File: src/hdl/vrp_pkg.sv
// shared types, constants and elaboration-time trig helpers for the vertex rotate/project block
// no dependencies; imported by every module under hdl
package vrp_pkg;

  localparam int IN_W     = 12;  // vertex coordinate width at the ports
  localparam int ANG_W    = 9;   // angle index width at the ports
  localparam int CW       = 14;  // internal coordinate width, covers the rotated norm
  localparam int SCREEN_W = 12;

  localparam logic [SCREEN_W-1:0] SCREEN_MAX   = 12'hFFF;
  localparam logic [SCREEN_W-1:0] CANVAS_RESET = 12'd2048;

  // greedy subtract steps for the angle wrap, enough for the smallest table of 16 steps
  localparam int MOD_STEPS = 5;

  localparam logic [63:0] PI_Q48       = 64'h3243F6A8885A3;
  localparam logic [63:0] ONE_Q32      = 64'h100000000;
  localparam int          TAYLOR_TERMS = 8;

  typedef enum logic [1:0] {
    AXIS_X = 2'd0,
    AXIS_Y = 2'd1,
    AXIS_Z = 2'd2
  } axis_t;

  typedef enum logic [1:0] {
    QUAD_0 = 2'd0,
    QUAD_1 = 2'd1,
    QUAD_2 = 2'd2,
    QUAD_3 = 2'd3
  } quad_t;

  typedef struct packed {
    logic signed [CW-1:0] x;
    logic signed [CW-1:0] y;
    logic signed [CW-1:0] z;
    logic [ANG_W-1:0]     ax;
    logic [ANG_W-1:0]     ay;
    logic [ANG_W-1:0]     az;
  } vertex_t;

  // sin or cos of x (q32, 0..pi/4) by taylor series, used only to build the rom
  function automatic logic [63:0] taylor_q32(input logic [63:0] x, input logic want_cos);
    logic [63:0] ts;
    logic [63:0] ss;
    logic [63:0] tc;
    logic [63:0] sc;
    ts = x;
    ss = x;
    tc = ONE_Q32;
    sc = ONE_Q32;
    for (int k = 1; k <= TAYLOR_TERMS; k++) begin
      ts = (ts * x) >> 32;
      ts = (ts * x) >> 32;
      ts = ts / 64'((2 * k) * (2 * k + 1));
      tc = (tc * x) >> 32;
      tc = (tc * x) >> 32;
      tc = tc / 64'((2 * k - 1) * (2 * k));
      if ((k % 2) == 1) begin
        ss = ss - ts;
        sc = sc - tc;
      end else begin
        ss = ss + ts;
        sc = sc + tc;
      end
    end
    return want_cos ? sc : ss;
  endfunction

  // q32 magnitude to q(frac), round half up
  function automatic logic [63:0] round_q32(input logic [63:0] mag, input int frac);
    return (mag + (64'd1 << (31 - frac))) >> (32 - frac);
  endfunction

endpackage

File: src/hdl/vrp_project_cell.sv
// projection cell: drops z, adds the canvas offset, saturates to the screen and flags clipping
// depends on vrp_pkg; its result register is the block's output register
module vrp_project_cell
  import vrp_pkg::*;
(
  input  logic                clk,
  input  logic                rst,
  input  logic                in_valid,
  output logic                in_ready,
  input  vertex_t             in_vtx,
  input  logic [SCREEN_W-1:0] center_ofs,
  output logic                out_valid,
  input  logic                out_ready,
  output logic [SCREEN_W-1:0] px,
  output logic [SCREEN_W-1:0] py,
  output logic                clipped
);

  localparam int SUMW = CW + 1;

  logic signed [SUMW-1:0] ofs_s, sx, sy;
  logic [SCREEN_W-1:0]    px_next, py_next;
  logic                   clip_x, clip_y;

  assign in_ready = ~out_valid | out_ready;

  always_comb begin
    ofs_s = $signed(SUMW'(center_ofs));
    sx    = SUMW'(in_vtx.x) + ofs_s;
    sy    = SUMW'(in_vtx.y) + ofs_s;
    clip_x = 1'b1;
    clip_y = 1'b1;
    priority if (sx < 0) begin
      px_next = '0;
    end else if (sx > $signed(SUMW'(SCREEN_MAX))) begin
      px_next = SCREEN_MAX;
    end else begin
      px_next = SCREEN_W'(sx);
      clip_x  = 1'b0;
    end
    priority if (sy < 0) begin
      py_next = '0;
    end else if (sy > $signed(SUMW'(SCREEN_MAX))) begin
      py_next = SCREEN_MAX;
    end else begin
      py_next = SCREEN_W'(sy);
      clip_y  = 1'b0;
    end
  end

  always_ff @(posedge clk) begin
    if (rst) begin
      out_valid <= 1'b0;
    end else if (in_ready) begin
      out_valid <= in_valid;
    end
  end

  always_ff @(posedge clk) begin
    if (in_ready && in_valid) begin
      px      <= px_next;
      py      <= py_next;
      clipped <= clip_x | clip_y;
    end
  end

  a_clip_at_edge : assert property (@(posedge clk) disable iff (rst)
    out_valid && clipped |->
      (px == '0) || (px == SCREEN_MAX) || (py == '0) || (py == SCREEN_MAX))
    else $error("clip flag set with both coordinates inside the screen");

endmodule

File: config.mk
export PLATFORM = sky130hd
export DESIGN_NAME = vrp_project_cell
export DESIGN_NICKNAME = d
export VERILOG_FILES = /design/src/hdl/vrp_pkg.sv /design/src/hdl/vrp_project_cell.sv
export SDC_FILE = /design/constraint.sdc
export NUM_CORES = 1
export LEC_CHECK = 0
export ABC_AREA = 1
export BUFFER_PORTS_ARGS = -buffer_cell sky130_fd_sc_hd__buf_2
export CORE_MARGIN = 4
export CORE_UTILIZATION = 28
export CTS_CLUSTER_SIZE = 28
export DETAILED_ROUTE_END_ITERATION = 10
export PLACE_DENSITY_LB_ADDON = 0.05
export SYNTH_ARGS = -nofsm -noshare
export SYNTH_HDL_FRONTEND = slang
export SYNTH_SLANG_ARGS = --single-unit
File: constraint.sdc
create_clock -name clk -period 2.9 [get_ports clk]
set_clock_uncertainty 0.15 [all_clocks]
set_input_delay 0.435 -clock clk [delete_from_list [all_inputs] [get_ports clk]]
set_output_delay 0.435 -clock clk [all_outputs]
set_load 0.005 [all_outputs]
; ---- Yosys cells after proc, flatten, opt, wreduce, memory -nomap -nowiden
; Index checks and enable logic that the tools add are counted.
; W data, S select, Z words.
[op_classes]
n_addsub = 2
mul = 0
div = 0
magnitude_cmp = 4
n_eq_ne = 0
n_shift = 0
muxes = 6
n_bitwise = 3
n_reduce_logical = 1
[op_table]
columns = operator, n
row1 = $add A14 B13 Y15, 2
row2 = $gt A15 B13 Y1 const B, 2
row3 = $lt A15 B1 Y1 const B, 2
row4 = $mux W12, 2
row5 = $mux W1, 4
row6 = $or A1 B1 Y1, 2
row7 = $logic_and A1 B1 Y1, 1
row8 = $not A1 Y1, 1
[totals]
reg_bits = 26
latchBits = 0
ramBits = 0
romBits = 0
in_bits = 85
mem_count = 0

; ---- Depth between registers and ports, before layout
[logic_depth]
depth_word = 5
ltp_mapped = 12

; ---- Least setup slack after synthesis
; No wires, ideal clock.
[synth_path]
kind = in2reg
from = input port in_valid
to = register clipped (enable)
setup_time_ps = 415
t_arrival_ps = 1721
t_required_ps = 2335
slack_ps = 614
stages = 2
path_cell_list = inv_1 a21oi_1
[synth_between]
elab_chain_cells = 1
[synth_lines]
columns = element, line
row1 = from (decl), vrp_project_cell.sv:8  ; input logic in_valid,
row2 = $logic_and A1 B1 Y1, vrp_project_cell.sv:60  ; if (in_ready && in_valid) begin
row3 = to (signal assigned), vrp_project_cell.sv:63  ; clipped <= clip_x | clip_y;
row4 = to (decl), vrp_project_cell.sv:16  ; output logic clipped
; Every way passes these cells.
; A chain may end at the register's enable or synchronous reset.

; ---- Worst setup path after layout
[layout_path]
from = input port center_ofs[0]
to = register px[10], data pin
[layout_between]
elab_chain_cells = 3
elab_cells_between_ends = 4
cone_classes = add/sub (1) / order compare (2) / mux (1)
[layout_lines]
columns = element, line
row1 = from (decl), vrp_project_cell.sv:11  ; input logic [SCREEN_W-1:0] center_ofs,
row2 = $add A14 B13 Y15 *, vrp_project_cell.sv:29  ; sx = SUMW'(in_vtx.x) + ofs_s;
row3 = $gt A15 B13 Y1, vrp_project_cell.sv:35  ; end else if (sx > $signed(SUMW'(SCREEN_MAX))) begin
row4 = $mux W12, vrp_project_cell.sv:35
row5 = to (signal assigned), vrp_project_cell.sv:61  ; px <= px_next;
row6 = to (decl), vrp_project_cell.sv:14  ; output logic [SCREEN_W-1:0] px,
; Mark *: on every way between the ends. The rest lies on a longest branch, timed or not.

==> reports/metrics.cfg <==
[critical_path]
worstSetupPathType = input port to flip-flop
crit_path_start_kind = input port
critical_path.top_delay_family = simple AND/OR/NAND/NOR gates
cp.buffers_inverters = 1
worstPathRequired_ns = 2.77
crit_fanout = 4
slowest_stage = fa_1
crit_path_end_kind = flip-flop
crit_chain = buf_2, ha_1, fa_1, nand3_1, nand2_1, nand3_1, nand3_1, nand2_1, nand2_1, nor2_2, a21oi_1
critical-path-max-stage-delay_ns = 0.41
critical_path_arrival_ns = 2.09

[synthesis]
synth_top_area_share_pct = 30.9
synthAdderAreaFrac_pct = 14.0
synth_compound_area_share_pct = 7.06
yosys_warnings = 0
synth_cells = 336
muxShareOfSynthArea_pct = 0
synth_cell_types = 25
syn_area_um2 = 2430
synth-seq-cells = 26
synth_area_leaders = edfxtp_1 (31%), nand2_1 (18%), ha_1 (12%)
synth_xor_area_share_pct = 4.69
synth_ff_type = edfxtp_1
synth_edf_count = 25
yosysSeqAreaShare_pct = 31.7
synth_top_area_cell = edfxtp_1
async_reset_ff_share_pct = 0
synth_top_family_by_area = simple AND/OR/NAND/NOR gates
yosys.area_share.simple_pct = 34.0
synth_fp_nets = 447
syn_avg_cell_area_um2 = 7.23

[route]
drc = 0
detail-route-antenna-nets = 0
avgRoutedWirePerCell_um = 12.0
first_iter_violations = 84
vias_per_cell = 4.44
first_pass_iters = 4
wl_um = 6180
vias = 2293

[finish]
num_antenna_cells = 0
final_cell_mix = nand2_1 (116), buf_2 (70), inv_1 (51), a21oi_1 (30), edfxtp_1 (25)
nNetsFinal = 524
drive_above_1_share_pct = 21.8
final_area_um2 = 2970
final_common_cell = nand2_1
area_growth_pct = 22.4

[run]
drv_cap = 0

[placement]
place.gp.congestion = 0.777
place_area_um2 = 2930
dp_hpwl_um = 5420
numPortBuffers = 70

[floorplanning]
dieWidth_um = 101
core_um2 = 8340
ios = 112
start_util_pct = 29.1
die_h_um = 101
rows = 33
die_area_um2 = 10200

[clocking]
cts_tree = yes
htree_levels = 1
postCtsSetupBuffers = 0
cts_sinks = 26
clk_pin_slew_ns = 0.09
cts_inserted_buffers = 3
cts_max_path_buffers = 2
cts_hold_buf = 0
post_cts_resized = 0
clock-root-buffer = clkbuf_8
clk_latency_ns = 0.27

[power]
power_density_nw_per_um2 = 380
report.power.total_w = 0.00113
cellLeakagePower_nw = 1.59
irDropWorstVdd_mv = 0.0949

[status]
outcome = completed

[global_routing]
track_usage_pct = 12.8
grt_max_degree = 26
grt_pass1_vias = 2270
antenna_found_initial = 0
grt_pass1_wl_um = 10600
grt-ovfl-total = 0

[sta]
hold_viol = 0
rsz0062_at_grt = no
min_period_ns = 2.22
slew_violations = 0
fin_hold_ws_ns = 0.168
max_slew_margin_pct = 77.7
setup_tns_ns = 0
worst_slew_pin_slew_ns = 0.334
max_freq_mhz = 450
setup_viol = 0
finalCritPeriodShare_pct = 76.6

[worst_hold_path]
min_path_type = input port to flip-flop

## per-layer routing
metal	track usage [%]	vias to the layer above	routed length, um
met5	0	-	0
met4	3.07	0	58
met3	2.00	4	382
met2	19.6	60	2470
met1	19.0	986	3270
li1	-	1243	-
## synthesized netlist by cell type (2+ instances only)
master and instances:
nand2_1 116, inv_1 51, a21oi_1 31, edfxtp_1 25, ha_1 24, nor2_1 23
nand4_1 13, nand3_1 11, xnor2_1 11, nand3b_1 7, nand2_2 4, and2_1 2
fa_1 2, nand3_2 2, nor2_2 2, nor3_2 2, xor2_1 2
## worst paths after layout
| check | startpoint | end | slack (ns) | cells past startpoint |
|---|---|---|---|---|
| max | center_ofs[0] | px[10] | 0.68 | 11 |
| min | rst | out_valid | 0.17 | 2 |
| max reg2reg | out_valid | px[11] | 1.62 | 2 |
| min reg2reg | out_valid | out_valid | 0.37 | 2 |
## sequential cells by signal, indices dropped and copies added (netlist names)
signal / count
py: 12
px: 12
clipped: 1
out_valid: 1
## kinds of logic (layout without fill, tap and decap cells)
group,Yosys count,in the layout
compound gates,33,33
fa+ha+maj,26,26
simple gates,185,185
buf+inv,53,129
flops,26,26
xor+xnor,13,13
## through the flow
step / utilization (%) / setup slack [ns] / cells
final: 35.6 / 0.678 / 517
after global routing: 35.6 / 0.538 / 517
after CTS: 35.6 / 0.677 / 517
after detailed placement: 35.1 / 0.367 / 513
after global placement: 35.1 / 0.378 / 513
after floorplan: - / 0.614 / 336
## cell type report
cell class | instances | area (um^2)
clock buffer | 4 | 45.0
fill | 953 | 5370
inverter | 51 | 191
multi-input combinational | 257 | 1450
sequential | 26 | 771
tap | 105 | 131
timing repair buffer | 74 | 380
## report_power, final
| part | leakage, nW | switching, W | total [W] | internal, W |
|---|---|---|---|---|
| Clock | 0.0228 | 0.000115 | 0.000213 | 0.0000984 |
| Sequential | 0.248 | 0.00000760 | 0.000468 | 0.000460 |
| Combinational | 1.32 | 0.000263 | 0.000449 | 0.000185 |
| Total | 1.59 | 0.000386 | 0.00113 | 0.000744 |
(Power assumes the default switching activity.)
