`config.mk`:
```
export PLATFORM = sky130hd
export DESIGN_NAME = vrp_rotate_cell
export DESIGN_NICKNAME = d
export VERILOG_FILES = /design/src/hdl/vrp_pkg.sv /design/src/hdl/vrp_rotate_cell.sv
export SDC_FILE = /design/constraint.sdc
export NUM_CORES = 2
export LEC_CHECK = 0
export BUFFER_PORTS_ARGS = -buffer_cell sky130_fd_sc_hd__buf_2
export CORE_ASPECT_RATIO = 0.5
export CORE_MARGIN = 8
export CORE_UTILIZATION = 35
export DETAILED_ROUTE_END_ITERATION = 10
export PLACE_DENSITY = 0.47
export SLEW_MARGIN = 20
export SYNTH_ARGS = -nofsm -noshare
export SYNTH_HDL_FRONTEND = slang
export SYNTH_SLANG_ARGS = --single-unit
```
`constraint.sdc`:
```
create_clock -name clk -period 26 [get_ports clk]
set_clock_uncertainty 0.2 [all_clocks]
set_input_delay 1.3 -clock clk [delete_from_list [all_inputs] [get_ports clk]]
set_output_delay 1.3 -clock clk [all_outputs]
set_load 0.005 [all_outputs]
```
`src/hdl/vrp_pkg.sv`:
```
// shared types, constants and elaboration-time trig helpers for the vertex rotate/project block
// no dependencies; imported by every module under hdl
package vrp_pkg;

  localparam int IN_W     = 12;  // vertex coordinate width at the ports
  localparam int ANG_W    = 9;   // angle index width at the ports
  localparam int CW       = 14;  // internal coordinate width, covers the rotated norm
  localparam int SCREEN_W = 12;

  localparam logic [SCREEN_W-1:0] SCREEN_MAX   = 12'hFFF;
  localparam logic [SCREEN_W-1:0] CANVAS_RESET = 12'd2048;

  // greedy subtract steps for the angle wrap, enough for the smallest table of 16 steps
  localparam int MOD_STEPS = 5;

  localparam logic [63:0] PI_Q48       = 64'h3243F6A8885A3;
  localparam logic [63:0] ONE_Q32      = 64'h100000000;
  localparam int          TAYLOR_TERMS = 8;

  typedef enum logic [1:0] {
    AXIS_X = 2'd0,
    AXIS_Y = 2'd1,
    AXIS_Z = 2'd2
  } axis_t;

  typedef enum logic [1:0] {
    QUAD_0 = 2'd0,
    QUAD_1 = 2'd1,
    QUAD_2 = 2'd2,
    QUAD_3 = 2'd3
  } quad_t;

  typedef struct packed {
    logic signed [CW-1:0] x;
    logic signed [CW-1:0] y;
    logic signed [CW-1:0] z;
    logic [ANG_W-1:0]     ax;
    logic [ANG_W-1:0]     ay;
    logic [ANG_W-1:0]     az;
  } vertex_t;

  // sin or cos of x (q32, 0..pi/4) by taylor series, used only to build the rom
  function automatic logic [63:0] taylor_q32(input logic [63:0] x, input logic want_cos);
    logic [63:0] ts;
    logic [63:0] ss;
    logic [63:0] tc;
    logic [63:0] sc;
    ts = x;
    ss = x;
    tc = ONE_Q32;
    sc = ONE_Q32;
    for (int k = 1; k <= TAYLOR_TERMS; k++) begin
      ts = (ts * x) >> 32;
      ts = (ts * x) >> 32;
      ts = ts / 64'((2 * k) * (2 * k + 1));
      tc = (tc * x) >> 32;
      tc = (tc * x) >> 32;
      tc = tc / 64'((2 * k - 1) * (2 * k));
      if ((k % 2) == 1) begin
        ss = ss - ts;
        sc = sc - tc;
      end else begin
        ss = ss + ts;
        sc = sc + tc;
      end
    end
    return want_cos ? sc : ss;
  endfunction

  // q32 magnitude to q(frac), round half up
  function automatic logic [63:0] round_q32(input logic [63:0] mag, input int frac);
    return (mag + (64'd1 << (31 - frac))) >> (32 - frac);
  endfunction

endpackage

```
`src/hdl/vrp_rotate_cell.sv`:
```
// one rotation cell: wraps its angle, looks up sin/cos, rotates one coordinate pair
// depends on vrp_pkg; five registered stages, each with its own valid
module vrp_rotate_cell
  import vrp_pkg::*;
#(
  parameter axis_t AXIS           = AXIS_X,
  parameter int    ANGLE_STEPS    = 360,
  parameter int    TRIG_FRAC_BITS = 14
) (
  input  logic    clk,
  input  logic    rst,
  input  logic    in_valid,
  output logic    in_ready,
  input  vertex_t in_vtx,
  output logic    out_valid,
  input  logic    out_ready,
  output vertex_t out_vtx
);

  localparam int AW   = $clog2(ANGLE_STEPS);
  localparam int QW   = AW + 2;
  localparam int HALF = ANGLE_STEPS / 2;
  localparam int MW   = $clog2(HALF + 1);
  localparam int MAGW = TRIG_FRAC_BITS + 1;
  localparam int TW   = TRIG_FRAC_BITS + 2;
  localparam int PW   = CW + TW;
  localparam int SW   = PW + 1;

  localparam logic signed [TW-1:0] TRIG_ONE = TW'(64'd1 << TRIG_FRAC_BITS);

  // eighth-wave rom (0..pi/4), indexed by the folded angle
  logic [MAGW-1:0] sin_rom [HALF+1];
  logic [MAGW-1:0] cos_rom [HALF+1];

  for (genvar gm = 0; gm <= HALF; gm++) begin : g_rom
    localparam logic [63:0] ANG =
      ((PI_Q48 * 64'(gm)) / 64'(2 * ANGLE_STEPS) + 64'd32768) >> 16;
    assign sin_rom[gm] = MAGW'(round_q32(taylor_q32(ANG, 1'b0), TRIG_FRAC_BITS));
    assign cos_rom[gm] = MAGW'(round_q32(taylor_q32(ANG, 1'b1), TRIG_FRAC_BITS));
  end

  logic v1, v2, v3, v4, v5;
  logic rdy1, rdy2, rdy3, rdy4, rdy5;

  vertex_t vtx1, vtx2, vtx3, vtx4, vtx5;
  logic [AW-1:0] idx1;
  logic [MW-1:0] m2;
  quad_t         q2;
  logic          comp2;
  logic signed [TW-1:0] sin3, cos3;
  logic signed [PW-1:0] p_ac, p_bs, p_as, p_bc;

  logic [ANG_W-1:0] ang_in;
  logic [ANG_W-1:0] red_v;
  logic [AW-1:0]    idx_next;
  logic [QW-1:0]    quad_v;
  logic [1:0]       q_bits;
  logic             comp_next;
  logic [QW-1:0]    m_full;
  logic [MW-1:0]    m_next;
  logic [MAGW-1:0]  mag_sa, mag_ca;
  logic signed [TW-1:0] pos_sa, pos_ca;
  logic signed [TW-1:0] sin_next, cos_next;
  logic signed [CW-1:0] a3, b3;
  logic signed [SW-1:0] ra, rb;
  logic signed [CW-1:0] na, nb;
  vertex_t vtx5_next;

  // a slot moves when it is empty or its neighbor takes its beat
  assign rdy5     = ~v5 | out_ready;
  assign rdy4     = ~v4 | rdy5;
  assign rdy3     = ~v3 | rdy4;
  assign rdy2     = ~v2 | rdy3;
  assign rdy1     = ~v1 | rdy2;
  assign in_ready = rdy1;

  assign out_valid = v5;
  assign out_vtx   = vtx5;

  // stage 1: wrap the angle into 0..ANGLE_STEPS-1
  always_comb begin
    unique case (AXIS)
      AXIS_X:  ang_in = in_vtx.ax;
      AXIS_Y:  ang_in = in_vtx.ay;
      AXIS_Z:  ang_in = in_vtx.az;
      default: ang_in = in_vtx.ax;
    endcase
    red_v = ang_in;
    for (int k = MOD_STEPS - 1; k >= 0; k--) begin
      if (32'(red_v) >= (32'(ANGLE_STEPS) << k)) begin
        red_v = red_v - ANG_W'(32'(ANGLE_STEPS) << k);
      end
    end
    idx_next = AW'(red_v);
  end

  // stage 2: quadrant, fold into the first eighth
  always_comb begin
    quad_v = {idx1, 2'b00};
    q_bits = 2'b00;
    if (quad_v >= QW'(2 * ANGLE_STEPS)) begin
      q_bits[1] = 1'b1;
      quad_v    = quad_v - QW'(2 * ANGLE_STEPS);
    end
    if (quad_v >= QW'(ANGLE_STEPS)) begin
      q_bits[0] = 1'b1;
      quad_v    = quad_v - QW'(ANGLE_STEPS);
    end
    comp_next = (quad_v << 1) > QW'(ANGLE_STEPS);
    m_full    = comp_next ? (QW'(ANGLE_STEPS) - quad_v) : quad_v;
    m_next    = MW'(m_full);
  end

  // stage 3: rom read, swap past the eighth, signs by quadrant
  always_comb begin
    mag_sa = comp2 ? cos_rom[m2] : sin_rom[m2];
    mag_ca = comp2 ? sin_rom[m2] : cos_rom[m2];
    pos_sa = $signed({1'b0, mag_sa});
    pos_ca = $signed({1'b0, mag_ca});
    unique case (q2)
      QUAD_0: begin
        sin_next = pos_sa;
        cos_next = pos_ca;
      end
      QUAD_1: begin
        sin_next = pos_ca;
        cos_next = -pos_sa;
      end
      QUAD_2: begin
        sin_next = -pos_sa;
        cos_next = -pos_ca;
      end
      QUAD_3: begin
        sin_next = -pos_ca;
        cos_next = pos_sa;
      end
    endcase
  end

  // pair (a, b) rotated as a' = a*c - b*s, b' = a*s + b*c
  always_comb begin
    unique case (AXIS)
      AXIS_X: begin
        a3 = vtx3.y;
        b3 = vtx3.z;
      end
      AXIS_Y: begin
        a3 = vtx3.z;
        b3 = vtx3.x;
      end
      AXIS_Z: begin
        a3 = vtx3.x;
        b3 = vtx3.y;
      end
      default: begin
        a3 = vtx3.y;
        b3 = vtx3.z;
      end
    endcase
  end

  // stage 5: sums, floor shift out of q format
  always_comb begin
    ra        = SW'(p_ac) - SW'(p_bs);
    rb        = SW'(p_as) + SW'(p_bc);
    na        = CW'(ra >>> TRIG_FRAC_BITS);
    nb        = CW'(rb >>> TRIG_FRAC_BITS);
    vtx5_next = vtx4;
    unique case (AXIS)
      AXIS_X: begin
        vtx5_next.y = na;
        vtx5_next.z = nb;
      end
      AXIS_Y: begin
        vtx5_next.z = na;
        vtx5_next.x = nb;
      end
      AXIS_Z: begin
        vtx5_next.x = na;
        vtx5_next.y = nb;
      end
      default: begin
        vtx5_next.y = na;
        vtx5_next.z = nb;
      end
    endcase
  end

  always_ff @(posedge clk) begin
    if (rst) begin
      v1 <= 1'b0;
      v2 <= 1'b0;
      v3 <= 1'b0;
      v4 <= 1'b0;
      v5 <= 1'b0;
    end else begin
      if (rdy1) begin
        v1 <= in_valid;
      end
      if (rdy2) begin
        v2 <= v1;
      end
      if (rdy3) begin
        v3 <= v2;
      end
      if (rdy4) begin
        v4 <= v3;
      end
      if (rdy5) begin
        v5 <= v4;
      end
    end
  end

  always_ff @(posedge clk) begin
    if (rdy1 && in_valid) begin
      vtx1 <= in_vtx;
      idx1 <= idx_next;
    end
    if (rdy2 && v1) begin
      vtx2  <= vtx1;
      m2    <= m_next;
      q2    <= quad_t'(q_bits);
      comp2 <= comp_next;
    end
    if (rdy3 && v2) begin
      vtx3 <= vtx2;
      sin3 <= sin_next;
      cos3 <= cos_next;
    end
    if (rdy4 && v3) begin
      vtx4 <= vtx3;
      p_ac <= a3 * cos3;
      p_bs <= b3 * sin3;
      p_as <= a3 * sin3;
      p_bc <= b3 * cos3;
    end
    if (rdy5 && v4) begin
      vtx5 <= vtx5_next;
    end
  end

  a_accept_lands : assert property (@(posedge clk) disable iff (rst)
    in_valid && in_ready |=> v1)
    else $error("accepted beat did not reach the first stage");

  a_index_wrapped : assert property (@(posedge clk) disable iff (rst)
    v1 |-> (int'(idx1) < ANGLE_STEPS))
    else $error("wrapped angle index out of range");

  a_trig_bound : assert property (@(posedge clk) disable iff (rst)
    v3 |-> (sin3 <= TRIG_ONE) && (sin3 >= -TRIG_ONE) &&
           (cos3 <= TRIG_ONE) && (cos3 >= -TRIG_ONE))
    else $error("sin/cos beyond unit magnitude");

endmodule

```
**Word-level counts from Yosys, hierarchy flattened**

Memory sizes are Yosys's and may differ from the RTL's.
Index checks and enable logic that the tools add are counted.

- Bitwise gates (word level): 11
- Equal/unequal tests: 3
- Reductions and logical operators: 6
- Multiplexer cells: 14
- $mul: 4
- $add $sub $neg: 8
- Order comparisons: 5

Operator list:

| operator | number |
|---|---|
| 16-bit case mux with 4 select lines | 2 |
| 14-bit by 16-bit multiplier with 28-bit output | 4 |
| 15-bit 2-to-1 mux | 6 |
| 15-bit negation with 16-bit output | 2 |
| 28-bit adder | 1 |
| 28-bit subtractor | 1 |
| 9-bit >= comparator (second input constant) | 2 |
| 11-bit by 10-bit >= comparator with 1-bit output (second input constant) | 1 |
| 11-bit by 9-bit >= comparator with 1-bit output (second input constant) | 1 |
| 11-bit by 9-bit greater-than comparator with 1-bit output (second input constant) | 1 |
| 11-bit 2-to-1 mux | 1 |
| 11-bit by 10-bit subtractor with 11-bit output (second input constant) | 1 |
| 10-bit 2-to-1 mux | 1 |
| 10-bit by 9-bit subtractor with 10-bit output (second input constant) | 1 |
| 9-bit 2-to-1 mux | 1 |
| 8-bit NOT with 9-bit output | 1 |
| 9-bit subtractor (second input constant) | 1 |
| 8-bit 2-to-1 mux | 1 |
| 7-bit by 8-bit subtractor with 8-bit output (first input constant) | 1 |
| 1-bit logical AND | 5 |
| 1-bit NOT | 5 |
| 1-bit OR | 5 |
| 2-bit equality test (second input constant) | 2 |
| 2-bit by 1-bit equality test with 1-bit output (second input constant) | 1 |
| 2 further kinds | 3 |

- Memory bits (read-only): 7,680
- Word-level logic and storage cells: 96
- Output and inout bits: 71
- Memories kept: 2
- Bits of input ports: 73
- Register bits: 486

Memories:

| name | words | bits a word | rd ports | clocked after memory_dff | write ports | RTL line | source |
|---|---|---|---|---|---|---|---|
| (no name shown) | 256 | 15 | 1 | 0 | 0 | vrp_rotate_cell.sv:117 | `mag_ca = comp2 ? sin_rom[m2] : cos_rom[m2];` |
| (no name shown) | 256 | 15 | 1 | 0 | 0 | vrp_rotate_cell.sv:117 |  |

**Longest topological paths before layout**

- Depth in word-level cells: 7
- Mapped depth: 26
- Gate-level depth less buffers: 24

**Least setup slack after synthesis**

Ideal clock, no wire load.

- Path type: input to register
- Start point: input out_ready
- End point: register vtx3, in the netlist a3[0] (enable)
- Setup slack: 16,112 ps
- Required time: 25,085 ps
- Stages on the path: 4
- Arrival time: 8,973 ps
- Path buffers: 1
- Library setup time: 715 ps
- Cell sequence: nor2b_1 > and2_1 > clkbuf_1 > a21boi_0

- Longest elaborated chain between the ends: 4

RTL lines:

| item | RTL line | source |
|---|---|---|
| start, declared | vrp_rotate_cell.sv:16 | `input logic out_ready,` |
| 1-bit OR | vrp_rotate_cell.sv:70 | `assign rdy5 = ~v5 \| out_ready;` |
| 1-bit OR | vrp_rotate_cell.sv:71 | `assign rdy4 = ~v4 \| rdy5;` |
| 1-bit OR | vrp_rotate_cell.sv:72 | `assign rdy3 = ~v3 \| rdy4;` |
| 1-bit logical AND | vrp_rotate_cell.sv:226 | `if (rdy3 && v2) begin` |
| end signal, assigned | vrp_rotate_cell.sv:227 | `vtx3 <= vtx2;` |
| end, declared | vrp_rotate_cell.sv:45 | `vertex_t vtx1, vtx2, vtx3, vtx4, vtx5;` |

Every way passes these cells.
A chain may end at the register's enable or synchronous reset.

**Worst setup path after layout**

- Start point: register cos3[7]
- End point: register p_ac[26] (data pin)

- Longest elaborated chain between the ends: 1

RTL lines:

| item | RTL line | source |
|---|---|---|
| start, declared | vrp_rotate_cell.sv:50 | `logic signed [TW-1:0] sin3, cos3;` |
| start signal, assigned | vrp_rotate_cell.sv:229 | `cos3 <= cos_next;` |
| 14-bit by 16-bit multiplier with 28-bit output | vrp_rotate_cell.sv:233 | `p_ac <= a3 * cos3;` |
| end signal, assigned | vrp_rotate_cell.sv:233 |  |
| end, declared | vrp_rotate_cell.sv:51 | `logic signed [PW-1:0] p_ac, p_bs, p_as, p_bc;` |

Every way passes these cells.

==> metrics.yaml <==
outcome:
  outcome: "finished clean"
global_routing:
  grt.total_usage: 0.163
  grt_max_degree: 89
  grt_pass1_vias: 37000
  grt_pass1_wl_mm: 212
  antenna_found_initial: 27
  grt_overflow_total: 0
yosys:
  synth_edf_count: 475
  synth_top_area_cell: "fa_1"
  synth_cell_types: 87
  synth_flop_cell: "edfxtp_1"
  synthTopCellsByArea: "fa_1 31%, edfxtp_1 27%, ha_1 8.3%"
  yosysSeqAreaShare: 0.272
  synthesis.area_mm2: 0.0527
  yosys.cell_count.top_type: "inv_1"
  ys_top_cells_by_count: "1033 x inv_1, 828 x fa_1, 491 x and2_1"
  synth_cells: 5047
  syn-num-nets: 6297
  yosysWarningCount: 0
  ys_async_sr_fraction: 0
  yosys.area.top_type_share: 0.314
  ys_ff_latch: 480
  syn_avg_cell_area_um2: 10.4
route:
  drc_errors: 0
  ant_nets: 0
  wl_mm: 133
  dr.pass1.iters: 5
  drt_iter0_markers: 1685
  viasPerCell: 4.82
  vias: 34300
  post_drt_wl_per_cell_um: 18.7
timing:
  max_freq_mhz: 125
  fin_crit_ns: 8.02
  setup_viol: 0
  final_max_slew_viol_count: 0
  fin_setup_tns_ns: 0
  relSlewSlack: 0.336
  tightest_slew_ns: 0.971
  rsz0062_at_grt: "false"
  min_period_over_period: 0.308
  hold_viol_final: 0
clocking:
  htree_levels: 2
  path_clk_slew_ns: 0.07
  cts_setup_buffers: 0
  clk_path_buf_depth: 3
  cts_tree: "done"
  ctsResizeCount: 0
  postCtsHoldBufs: 0
  clock-sinks: 480
  clock_latency_ns: 0.65
  cts_root_buffer: "clkbuf_16"
  cts_inserted_buffers: 51
critical_path:
  cpPeakStageDelay_ns: 0.73
  cp_max_fo: 28
  start_kind: "flip-flop"
  crit_required_ns: 26.21
  critical_path_class: "reg2reg"
  critPathTopFamily: "adder cells"
  cp.arrival_ns: 8.23
  cp-end-kind: "flip-flop"
  crit_slowest_cell: "a2111oi_0"
  worst-path-buf-inv: 7
floorplanning:
  initial_utilization: 0.353
  io_pins: 144
  core_region_area_mm2: 0.149
  die_w_um: 565
  placementRows: 100
  die-area_mm2: 0.164
  die_h_um: 290
placed_design:
  placed_cells_incl_taps: 7023
  hpwl_mm: 101
  portBuffers: 143
  gp_congestion: 0.860
cells_and_area:
  register_area_mm2: 0.0144
  area_growth_pct: 8.78
  drive_above_1_share: 0.0686
  final_net_count: 6339
  multi_input_area_mm2: 0.0336
  stdcell_count: 7124
  nFillCells: 14800
worst_hold_path:
  hold_path_class: "reg2reg"
job:
  drv_cap: 0
-- flip-flops by register name (all words and copies together), names as in the netlist, 2 cells and up --
| name | cells |
|---|---|
| p_bc | 28 |
| p_ac | 28 |
| m2 | 5 |
| cos3 | 16 |
| p_as | 28 |
| idx1 | 6 |
| out_vtx | 69 |
| vtx4 | 41 |
| sin3 | 16 |
| p_bs | 28 |
| a3 | 14 |
| vtx2 | 69 |
| vtx1 | 69 |
| b3 | 14 |
| vtx3 | 41 |
| q2 | 2 |
-- layer usage --
| metal | GRT usage | vias up | part of all wire |
|---|---|---|---|
| li1 | - | 15900 | - |
| met1 | 0.227 | 17500 | 0.46 |
| met2 | 0.270 | 767 | 0.46 |
| met3 | 0.0263 | 168 | 0.055 |
| met4 | 0.0334 | 2 | 0.020 |
| met5 | 0 | - | 0.00014 |
-- worst paths after layout --
kind              depth (start not counted)  startpoint        to  slack (ns)
setup reg to reg                         25     cos3[7]  p_ac[26]       17.98
setup / recovery                         25     cos3[7]  p_ac[26]       17.98
hold reg to reg                           0    vtx3[13]  vtx4[13]        0.20
hold / removal                            0    vtx3[13]  vtx4[13]        0.20
-- per-stage QoR --
step,setup slack (ns),hold WS [ns],cell area (um2),util
after global placement,17.89,0.200,55600,0.373
final,17.98,0.197,57400,0.385
after CTS,17.91,0.191,57300,0.384
after floorplan,16.11,0.200,52700,-
after global routing,17.76,0.206,57300,0.385
after detailed placement,17.94,0.205,55600,0.373
-- cells in the final DEF (no fill, tap or decap), types with 8 or more instances in the layout --
cell	n
nor3_1	44
ha_1	349
and2_1	490
nand3_1	42
nor2b_1	23
clkinv_2	8
and3_1	20
clkinv_1	15
a31oi_1	19
buf_2	143
or2_2	21
edfxtp_1	475
or3_1	17
nor2_1	171
a211oi_1	26
o21a_1	36
a21o_1	42
o21ai_0	95
a221oi_1	9
fa_1	828
xor2_1	53
o211ai_1	15
a21oi_1	129
clkbuf_16	51
nand2b_1	52
buf_4	75
o21bai_1	13
mux2i_1	37
nand2_1	458
o31ai_1	9
inv_1	1032
xnor2_1	140
-- logic make-up after synthesis --
family                     after synthesis  share of synthesized area
and+or+nand+nor                       1380                      0.133
xor gates and xnor gates               193                     0.0321
AOI/OAI and AO/OA                      503                     0.0635
buffers and inverters                 1266                     0.0917
muxes                                   48                     0.0101
DFF                                    480                      0.272
adders and majority gates             1177                      0.397
-- worst reg2reg max path, delay by kind of cell, from the launching register on --
kind / cells / cell delay [ns]
flops: 1 / 0.37
buf+inv: 7 / 0.54
compound gates: 7 / 2.50
simple gates: 3 / 0.75
fa+ha+maj: 7 / 3.33
xor+xnor: 1 / 0.08
-- cell type report --
type | instances | share of cell area
multi-input combinational | 3301 | 0.585
sequential | 480 | 0.250
timing repair buffer | 221 | 0.0236
clock buffer | 56 | 0.0226
antenna | 3 | 0.000131
inverter | 1034 | 0.0677
clock inverter | 40 | 0.00676
tap | 1989 | 0.0434
Power is left out: the tool's default activity adds up to more than one toggle a clock period on the data nets, which glitch-free logic cannot reach.
